<file path="src/rtl/core/hbcd_ram.sv">
`timescale 1ns / 1ps
module hbcd_ram #(
	parameter int WIDTH = 8,
	parameter int DEPTH = 32
) (
	input  logic                                      clk,
	input  logic                                      we,
	input  logic [$clog2(DEPTH > 1 ? DEPTH : 2)-1:0]  waddr,
	input  logic [WIDTH-1:0]                          wdata,
	input  logic                                      re,
	input  logic [$clog2(DEPTH > 1 ? DEPTH : 2)-1:0]  raddr,
	output logic [WIDTH-1:0]                          rdata
);
	logic [WIDTH-1:0] mem [DEPTH];

	// write one word, read one word registered
	always_ff @(posedge clk) begin
		if (we) begin
			mem[waddr] <= wdata;
		end
		if (re) begin
			rdata <= mem[raddr];
		end
	end
endmodule

</file>
<file path="config.mk">
export PLATFORM = sky130hd
export DESIGN_NAME = hbcd_ram
export DESIGN_NICKNAME = d
export VERILOG_FILES = /design/src/rtl/core/hbcd_ram.sv
export SDC_FILE = /design/constraint.sdc
export NUM_CORES = 1
export LEC_CHECK = 0
export ABC_AREA = 1
export BUFFER_PORTS_ARGS = -buffer_cell sky130_fd_sc_hd__buf_2
export CAP_MARGIN = 20
export CORE_MARGIN = 3
export CORE_UTILIZATION = 62
export CTS_CLUSTER_SIZE = 24
export DETAILED_ROUTE_END_ITERATION = 10
export GPL_TIMING_DRIVEN = 0
export PLACE_DENSITY = 0.79
export REMOVE_ABC_BUFFERS = 1
export SLEW_MARGIN = 20
export SYNTH_ARGS = -nofsm -noshare
export SYNTH_HDL_FRONTEND = slang
export SYNTH_SLANG_ARGS = --single-unit
export TNS_END_PERCENT = 5
</file>
<file path="constraint.sdc">
create_clock -name clk -period 1.51 [get_ports clk]
set_input_delay 0.302 -clock clk [delete_from_list [all_inputs] [get_ports clk]]
set_output_delay 0.302 -clock clk [all_outputs]
set_load 0.1 [all_outputs]
</file>
---- Word level (Yosys, flattened, before mapping) ----
Memories as Yosys holds them, arrays and structs flattened. A register that Yosys moved wholly into a read port is not among the register bits.
Index checks and enable logic that the tools add are counted.
cells by class
  multiplexer cells ....................... 2
operator list
  kind               count
  two-way mux 1 bit  2
storage, ports and cells
  logic and storage cells ................. 3
  output and inout bits ................... 8
  memories ................................ 1
  input bits .............................. 21
  RAM bits ................................ 256
  register bits ........................... 0
memory list
  memory  words  width  rd ports  clocked after Yosys merged registers in  wr ports  line  RTL
  mem     32     8      1         1                                        1         14    logic [WIDTH-1:0] mem [DEPTH];

---- Logic depth before layout (Yosys ltp) ----
  depth after elaboration ................. 2
  mapped depth ............................ 11
  depth with buffers taken out ............ 9

---- Worst setup path before layout ----
Ideal clock, no wire load.
  kind .................................... input -> register
  start ................................... input port waddr[0] (netlist bit)
  end ..................................... memory mem[0][0], enable pin
  arrival ................................. 966 ps
  data required time ...................... 1140 ps
  path buffers ............................ 0
  stages .................................. 3
  setup slack ............................. 174 ps
  cell sequence ........................... inv_1 -> nand3_1 -> nor2_1
RTL lines
  what             line  RTL
  start, declared  8     input logic [$clog2(DEPTH > 1 ? DEPTH : 2)-1:0] waddr,
  end, declared    14
Straight into the memory's write port.

---- Final worst setup path ----
  start ................................... register rdata[4], read port of mem
  end ..................................... output port rdata[4]
RTL lines
  what             line  RTL
  start, declared  12    output logic [WIDTH-1:0] rdata
No word-level cell between the ends.

==> flow_metrics.env <==
export IMPL_crit_chain="buf_6"
export IMPL_synthAdderAreaFrac=0
export IMPL_cpPeakStageDelay_ns=0.45
export IMPL_tightest_slew_ns=0.9191
export IMPL_synth_seq_cells=264
export IMPL_dr_pass1_iters=6
export IMPL_grt_pass1_vias=6592
export IMPL_status="finished clean"
export IMPL_dp_hpwl_um=12280
export IMPL_peakVddDrop_uv=1104
export IMPL_grt_first_pass_wirelength_um=35670
export IMPL_critPathMaxFanout=1
export IMPL_cp_start_kind="register"
export IMPL_max_freq_mhz=669.1
export IMPL_hold_viol=0
export IMPL_drt_wirelength_per_cell_um=19.91
export IMPL_worst_setup_path_type="register to primary output"
export IMPL_synthMuxAreaShare=0
export IMPL_p_per_area_nw_per_um2=1296
export IMPL_synth_top_family_by_area="simple AND/OR/NAND/NOR gates"
export IMPL_synth_compound_area_frac=0
export IMPL_rsz0062_at_grt="yes"
export IMPL_grt_use_total=0.2411
export IMPL_core_um2=16880
export IMPL_grt_overflow=0
export IMPL_drt_iter0_drc=830
export IMPL_antenna_found_initial=0
export IMPL_vias=6845
export IMPL_place_congestion=0.8891
export IMPL_cp_num_buf_inv=1
export IMPL_mappedNetlistArea_um2=10870
export IMPL_vias_per_cell=5.855
export IMPL_dieArea_um2=19150
export IMPL_cts_sinks=264
export IMPL_crit_family="flip-flops"
export IMPL_post_cts_setup_buffer_count=0
export IMPL_setup_viol=0
export IMPL_synthCells=922
export IMPL_cts_root_buf="clkbuf_16"
export IMPL_totalWireLength_um=23280
export IMPL_cp_data_arrival_time_ns=1.19
export IMPL_area_growth_pct=9.741
export IMPL_clockBufferDepth=3
export IMPL_die_h_um=138.4
export IMPL_clock_latency_ns=0.53
export IMPL_fin_tns_setup_ns=0
export IMPL_end_kind="primary output"
export IMPL_start_util=0.6439
export IMPL_fin_area_um2=11930
export IMPL_fin_crit_ns=1.495
export IMPL_cts_tree="done"
export IMPL_antenna_left=0
export IMPL_row_count=47
export IMPL_h_tree_depth=1
export IMPL_synth_area_per_cell_um2=11.79
export IMPL_clk_pin_slew_ns=0.06
export IMPL_finalCritPeriodShare=0.9898
export IMPL_drc=0
export IMPL_fin_skew_ns=0.01607
export IMPL_diodes=0
export IMPL_leakage_uw=0.004389
export IMPL_synth_cell_types=11
export IMPL_numCtsBuffers=26
export IMPL_hold_buffers=0
export IMPL_synth_warnings=0
export IMPL_max_cap_violations=0
export IMPL_grt_max_degree=66
export IMPL_worst_hold_path_type="input pin to register"
export IMPL_place_area_um2=10940
export IMPL_io_pins=29
export IMPL_ys_seq_area_frac=0.7295
export IMPL_slowest_stage="edfxtp_1"
export IMPL_slew_viol_final=0
export IMPL_synth_xor_area_share=0
export IMPL_synth_simple_area_share=0.2294
export IMPL_slew_headroom=0.3850
export IMPL_fin_nets=952
export IMPL_io_buffers=28
export IMPL_die_x_um=138.4
export IMPL_required_ns=1.21
export IMPL_drive_gt1_frac=0.08114
[repair_timing]
action,4_1_cts,5_1_grt
endpoints found under the setup margin,16,49
gates cloned,3,1
hold endpoints to repair,0,0
gates resized for setup,19,9
[Yosys cell counts, drive strengths merged]
master	count	area [um^2]
clkbuf	7	26.28
edfxtp	264	7928
nand3	204	1021
nor2	32	120.1
buf	45	382.9
nand2	360	1351
inv	10	37.54
[worst paths after layout]
| kind | from | endpoint | slack [ns] | cells past startpoint |
|---|---|---|---|---|
| worst max-delay path | rdata[4] | rdata[4] | 0.02 | 1 |
| worst min-delay path | re | rdata[4] | 0.14 | 1 |
| worst max register to register | mem[23][7] | rdata[7] | 0.16 | 8 |
| worst min register to register | mem[14][4] | rdata[4] | 0.86 | 8 |
[metal layers]
layer	global-route usage	vias up	wire (um)
met5	0	-	0
met1	0.3301	3216	8998
met4	0.06760	0	576
met3	0.03729	60	2169
met2	0.4093	342	11540
li1	-	3227	-
[flip-flops by register name, summed over array words and instances (netlist names)]
register / count
mem: 256
rdata: 8
[stage by stage]
stage                     power [uW]  hold WS (ns)  worst slack, ns  std cells  utilization
after global routing           15970        0.1367         -0.02593       1169       0.7066
final                          15450        0.1431          0.01543       1169       0.7066
after CTS                      15450        0.1313        -0.003058       1169       0.7055
after floorplan                 8923        0.4009          -0.4185        870            -
after global placement          9347        0.6663           -3.626       1118       0.6442
after detailed placement        9372        0.6758          -0.9681       1120       0.6485
[area by class of cell]
| type | count | area [um^2] |
|---|---|---|
| sequential | 264 | 7928 |
| fill | 1096 | 4952 |
| multi-input combinational | 596 | 2505 |
| clock buffer | 33 | 698.2 |
| timing repair buffer | 33 | 344.1 |
| tap | 220 | 275.3 |
| clock inverter | 13 | 115.1 |
| inverter | 10 | 60.06 |
[placed cells by master, fill, tap and decap left out, drive strengths merged]
| master | n |
|---|---|
| inv | 10 |
| nor2 | 32 |
| clkinvlp | 2 |
| edfxtp | 264 |
| nand3 | 204 |
| bufinv | 2 |
| clkbuf | 34 |
| bufbuf | 2 |
| buf | 30 |
| clkinv | 9 |
| nand2 | 360 |
[power breakdown]
part	internal, uW	switching (uW)	total [uW]
combinational	277	822	1100
sequential	8180	24.7	8200
clock	3600	2550	6150
[kinds of logic after synthesis]
group / Yosys count
DFF: 264
buffers and inverters: 62
and+or+nand+nor: 596
No activity file was read; power rests on OpenSTA's default activity.
