===== config.mk =====
export PLATFORM = sky130hd
export DESIGN_NAME = hbcd_mod
export DESIGN_NICKNAME = d
export VERILOG_FILES = /design/src/rtl/core/hbcd_pkg.sv /design/src/rtl/core/hbcd_mod.sv
export SDC_FILE = /design/constraint.sdc
export NUM_CORES = 1
export LEC_CHECK = 0
export BUFFER_PORTS_ARGS = -buffer_cell sky130_fd_sc_hd__buf_2
export CORE_ASPECT_RATIO = 0.75
export CORE_UTILIZATION = 63
export DETAILED_ROUTE_END_ITERATION = 12
export PLACE_DENSITY = 0.84
export SLEW_MARGIN = 5
export SYNTH_ARGS = -nofsm -noshare
export SYNTH_HDL_FRONTEND = slang
export SYNTH_SLANG_ARGS = --single-unit
export TNS_END_PERCENT = 1

===== constraint.sdc =====
create_clock -name clk -period 7.82 [get_ports clk]
set_input_delay 0.391 -clock clk [delete_from_list [all_inputs] [get_ports clk]]
set_output_delay 0.391 -clock clk [all_outputs]
set_load 0.005 [all_outputs]

===== src/rtl/core/hbcd_pkg.sv =====
`timescale 1ns / 1ps
package hbcd_pkg;

	localparam int ENTRIES_DEF = 32;
	localparam int BUCKETS_DEF = 13;
	localparam logic [7:0] REFS_MAX = 8'hFF;

	typedef enum logic [1:0] {
		CMD_GET     = 2'd0,
		CMD_RELEASE = 2'd1,
		CMD_PIN     = 2'd2,
		CMD_UNPIN   = 2'd3
	} cmd_t;

	typedef enum logic [1:0] {
		ST_OK     = 2'd0,
		ST_NOFREE = 2'd1,
		ST_UNDER  = 2'd2,
		ST_OVER   = 2'd3
	} status_t;

	typedef enum logic [2:0] {
		S_IDLE,
		S_MOD,
		S_HIT,
		S_VIC,
		S_RD,
		S_RDW,
		S_FIN
	} state_t;

	typedef struct packed {
		cmd_t        command;
		logic [7:0]  device;
		logic [31:0] block;
		logic [4:0]  slot;
		logic [31:0] now;
	} req_t;

	typedef struct packed {
		logic [4:0] slot_out;
		logic       hit;
		logic       needs_read;
		status_t    status;
	} rsp_t;

	typedef struct packed {
		logic        loaded;
		logic [7:0]  refs;
		logic [7:0]  device;
		logic [31:0] block;
		logic [31:0] stamp;
		logic [31:0] order;
	} entry_t;

endpackage


===== src/rtl/core/hbcd_mod.sv =====
`timescale 1ns / 1ps
module hbcd_mod #(
	parameter int BUCKETS = hbcd_pkg::BUCKETS_DEF
) (
	input  logic                                          clk,
	input  logic                                          arst_n,
	input  logic                                          start,
	input  logic [31:0]                                   value,
	output logic                                          done,
	output logic [$clog2(BUCKETS > 1 ? BUCKETS : 2)-1:0]  rem
);
	localparam int BW = $clog2(BUCKETS > 1 ? BUCKETS : 2);
	localparam int LG = $clog2(BUCKETS);
	localparam int KS = 31 + LG;
	localparam logic [31:0] RECIP   = 32'((64'd1 << KS) / 64'(BUCKETS));
	localparam logic [31:0] DIVISOR = 32'(BUCKETS);

	logic          vld_s1, vld_s2, vld_s3;
	logic [31:0]   val_s1, val_s2;
	logic [63:0]   prod_s2;
	logic [BW:0]   diff_s3;
	logic [BW-1:0] r_q;
	logic          done_q;
	logic [31:0]   quo;
	logic [31:0]   back;
	logic [BW-1:0] rn;

	// estimate the quotient from the reciprocal product, then correct once
	always_comb begin
		quo  = 32'(prod_s2 >> KS);
		back = quo * DIVISOR;
		if (diff_s3 >= (BW+1)'(BUCKETS)) begin
			rn = BW'(diff_s3 - (BW+1)'(BUCKETS));
		end else begin
			rn = BW'(diff_s3);
		end
	end

	// advance the valid marks
	always_ff @(posedge clk or negedge arst_n) begin
		if (!arst_n) begin
			vld_s1 <= 1'b0;
			vld_s2 <= 1'b0;
			vld_s3 <= 1'b0;
			done_q <= 1'b0;
		end else begin
			vld_s1 <= start;
			vld_s2 <= vld_s1;
			vld_s3 <= vld_s2;
			done_q <= vld_s3;
		end
	end

	// multiply, subtract, correct
	always_ff @(posedge clk) begin
		if (start) begin
			val_s1 <= value;
		end
		if (vld_s1) begin
			val_s2  <= val_s1;
			prod_s2 <= {32'd0, val_s1} * {32'd0, RECIP};
		end
		if (vld_s2) begin
			diff_s3 <= (BW+1)'(val_s2 - back);
		end
		if (vld_s3) begin
			r_q <= rn;
		end
	end

	assign done = done_q;
	assign rem  = r_q;

	a_rem_range: assert property (@(posedge clk) disable iff (!arst_n)
		done |-> (32'(rem) < 32'(BUCKETS))) else $error("remainder out of range");
	a_done_pulse: assert property (@(posedge clk) disable iff (!arst_n)
		done |=> !done) else $error("done longer than one cycle");
	a_start_done: assert property (@(posedge clk) disable iff (!arst_n)
		start |-> ##4 done) else $error("remainder not ready in time");
endmodule


# Yosys cells after proc, flatten, opt, wreduce, memory -nomap -nowiden
# Index checks and enable logic that the tools add are counted.
[classes]
n_mul = 2
addsub = 2
magnitude_cmp = 1
muxes = 1
[ops]
columns = ["operator", "count"]
rows = [
  ["$mul 32x32->64 const B", 1],
  ["$mul 29x4->5 const B", 1],
  ["$ge 5x4->1 const B", 1],
  ["$sub 5x5->5", 1],
  ["$mux 4", 1],
  ["$sub 4x4->4 const B", 1],
]
[totals]
inputBits = 35
elab_cells = 15
output_inout_bits = 5
regBits = 114

# Longest topological paths before layout
[depth]
ltp_word = 2
mapped_depth = 24
ltp_nobuf = 24

# Least setup slack after synthesis
# Ideal clock, no wire load.
[synth_path]
path_kind = "flip-flop to flip-flop"
start = "register val_s1[12]"
end = "register prod_s2[39], data pin"
synth_period_minus_slack_ns = 6.301
path_stages_with_launch = 23
slack_ns = 1.519
required_ns = 7.560
t_arrival_ns = 6.042
cell_sequence = "edfxtp_1 -> inv_1 -> fa_1 -> inv_1 -> ha_1 -> inv_1 -> fa_1 -> fa_1 -> inv_1 -> fa_1 -> fa_1 -> fa_1 -> inv_1 -> fa_1 -> inv_1 -> ha_1 -> and4_1 -> and2b_4 -> a22oi_1 -> o221ai_1 -> a31oi_2 -> o21ai_2 -> xnor2_1"
[synth_via]
elab_chain_cells = 1
[synth_lines]
columns = ["item", "line_no", "source"]
rows = [
  ["start: declaration", "hbcd_mod.sv:19", "logic [31:0] val_s1, val_s2;"],
  ["start signal: assignment", "hbcd_mod.sv:57", "val_s1 <= value;"],
  ["$mul 32x32->64", "hbcd_mod.sv:61", "prod_s2 <= {32'd0, val_s1} * {32'd0, RECIP};"],
  ["end signal: assignment", "hbcd_mod.sv:61", ""],
  ["end: declaration", "hbcd_mod.sv:20", "logic [63:0] prod_s2;"],
]
# No other way between the ends.
# A chain may end at the register's enable or synchronous reset.

# Worst setup path in the final report
[layout_path]
start = "register val_s1[15]"
end = "register prod_s2[36], data pin"
# The elaborated chain is that of the path after synthesis.

==> results.md <==
* Root Buffer Master: clkbuf_16
* Hold Crit Start: value[28]
* Row count at 44
* Starting Density at 65.6%
* IO Port Bufs at 39
* Critical path arrival at 7.27 ns
* Post-Syn Instances at 1231
* Die extent in x at 167 µm
* Largest net degree at the start of global routing at 34
* Min cycle time layout at 7.15 ns
* Post-cts repair resize count at 0
* Final WS setup at 0.672 ns
* Synth area leader: fa_1
* RSZ-0062 raised after global routing: false
* Yosys cell types at 47
* GRT Util Overall at 32.5%
* Remaining antenna violation count at 0
* Nets at 1822
* Fin. max-slew vios at 0
* Core area at 19700 µm²
* Vias in the first global route at 9312
* Most frequent cells in the layout: 496 x inv_1, 257 x fa_1, 249 x ha_1, 51 x edfxtp_1, 39 x buf_2
* Syn Nets at 1772
* Critical R2R Launch: val_s1[15]
* Asr flop ratio synth at 7.27%
* Critical Path, Cell by Cell: inv_1, fa_1, inv_1, ha_1, inv_1, fa_1, fa_1, inv_1, fa_1, fa_1, fa_1, inv_1, fa_1, inv_1, ha_1, and4_1, nand2_1, a21boi_2, nor2_1, mux2i_1, o311ai_1, a311oi_1
* Filler Cells Inserted at 1432
* Final Setup Violations at 0
* F_max at 140 MHz
* Hold Fails Final Rpt at 0
* Hold Path Class: primary input to flop
* Setup TNS Final at 0 ns
* Post-Syn Area per Cell at 10.5 µm²
* Most used routing layer: met2
* Hold depth at 1
* H-tree Lvls at 2
* Status: finished, final reports clean
* Post-Place Cells at 1526
* Post-DP HPWL at 27200 µm
* Synthesis-to-finish area growth at 5.52%
* Wirelength, routed at 31000 µm
* Max-cap violations at 0
* Drt drc at 0
* Seq cells post-synth at 55
* Crit path kind: flop to flop
* R2r endpoint: prod_s2[36]
* First-pass GRT wire length at 50300 µm
* Most frequently used flop master after synthesis: edfxtp_1
* R2R setup slack at 0.67 ns
* Worst Reg-to-Reg Cells at 22
* Clock sink total at 55
* Crit-path max cell delay at 0.68 ns
* Post-synth top area share at 39.8%
* Worst-Margin Slew at 0.882 ns
* CTS tree: built
* Commonest non-fill, non-tap cell in the layout: inv_1
* Seq/Total Area, Yosys at 12.6%
* CTS Buf Count at 5
* CTS Buffer Depth at 2
* Multi-input logic area at 9440 µm²
* Wire length per cell at 20.2 µm
* Met3 global-route usage at 10.6%
* Antenna diodes at 0
* Pre-CTS setup slack at 0.896 ns
* Crit end category: flop
* Period utilisation layout at 91.4%
* Via count at 8292
* Antenna violations before repair at 0
* Met2 Track Usage GR at 49.4%
* Die footprint at 21100 µm²
* Share of cells above drive strength 1 at 4.60%
* Clk slew on worst S/H paths at 0.08 ns
* WP data required at 7.95 ns
* 1st-iter DRT viols at 648
* CP max stage cell: edfxtp_1
* Die Y at 126 µm
* Crit start category: flop
* Post-Syn Area at 12900 µm²
* Critical path fanouts, max at 6
* Worst clock skew at 0.00669 ns
* Met1 Use GR at 44.9%
* Hold slack at 0.255 ns
* Non-Filler Instances at 1535
* Detailed Routing Iterations Pass 1 at 5
* Cell mode on critical path: fa_1
* Clock Latency Late Sink at 0.30 ns
* Global placer's final weighted congestion at 1.01
* Synth area leaders: fa_1 40%, ha_1 24%, inv_1 14%, edfxtp_1 12%, xnor2_1 2.4%
* Grt ovf at 0
* Via density at 5.40
* Slew margin rel. at 41.2%
* IO Pins at 40
* Post-synth EDFFs at 51
* YS warnings at 0
* Register area at 1630 µm²
* Worst Hold End: val_s1[28]
## sequential cells by signal, indices dropped and copies added (netlist names)
| signal | count |
|---|---|
| rem | 4 |
| done | 1 |
| val_s2 | 5 |
| vld_s1 | 1 |
| prod_s2 | 5 |
| vld_s2 | 1 |
| val_s1 | 32 |
| diff_s3 | 5 |
| vld_s3 | 1 |
## synthesized netlist by cell type, types with 2 or more instances
cell type	number
inv_1	496
fa_1	257
ha_1	249
edfxtp_1	51
xnor2_1	35
a21oi_1	22
nand2_1	18
o21ai_0	16
o211ai_1	8
a21o_1	7
nor2_1	7
xor2_1	6
nand4_1	5
o21a_1	5
dfrtp_1	4
and3_1	3
nand2b_1	3
nand3_1	3
nor3_1	3
a211oi_1	2
a22oi_1	2
a31oi_1	2
and4_1	2
o21ai_1	2
## worst max-delay path by stage
stage	start	to	slack [ns]
global placement	val_s1[15]	prod_s2[36]	0.97
floorplan	val_s1[12]	prod_s2[39]	1.52
global route	val_s1[15]	prod_s2[36]	0.49
CTS	val_s1[15]	prod_s2[36]	0.79
detailed placement	val_s1[15]	prod_s2[36]	0.90
finish	val_s1[15]	prod_s2[36]	0.67
## stage by stage
stage,utilization [%],cell area [µm²]
final,69.2,13600
after global routing,69.2,13600
after CTS,69.2,13600
after detailed placement,68.3,13500
after global placement,68.3,13500
after floorplan,-,12900
## cell type report
| type | count | area share [%] |
|---|---|---|
| Sequential cell | 55 | 12.0 |
| Multi-Input combinational cell | 679 | 69.1 |
| Inverter | 496 | 13.6 |
| Tap cell | 253 | 2.32 |
| Clock inverter | 2 | 0.284 |
| Clock buffer | 6 | 0.944 |
| Timing Repair Buffer | 44 | 1.72 |
## critical path, delay by kind of cell, from the launching register on
| kind | cells | cell delay (ns) |
|---|---|---|
| adder cells (fa/ha/maj) | 9 | 4.44 |
| flip-flops | 1 | 0.68 |
| AND/OR/NAND/NOR | 3 | 0.57 |
| buffers and inverters | 6 | 0.56 |
| AO/OA/AOI/OAI | 3 | 0.44 |
| multiplexers | 1 | 0.26 |
## routing by layer
| metal | vias up | part of all wire (%) |
|---|---|---|
| met5 | - | 0 |
| met4 | 0 | 2.6 |
| met3 | 50 | 12 |
| met2 | 366 | 43 |
| met1 | 4126 | 42 |
| li1 | 3750 | - |
## repair_timing
| action | 4_1_cts | 5_1_grt |
|---|---|---|
| hold buffers | 1 | 0 |
| setup buffers | 0 | 0 |
| hold endpoints to repair | 4 | 0 |
## kinds of logic (layout without fill, tap and decap cells)
group	after synthesis	count (layout)	synth area share (%)
XOR/XNOR	41	41	2.78
flip-flops	55	55	12.6
AO/OA/AOI/OAI	83	83	4.35
multiplexers	1	1	0.0774
AND/OR/NAND/NOR	48	48	1.88
buffers and inverters	497	548	14.4
adder cells (fa/ha/maj)	506	506	63.9
Power is left out: the tool's default activity adds up to more than one toggle a clock period on the data nets, which glitch-free logic cannot reach.
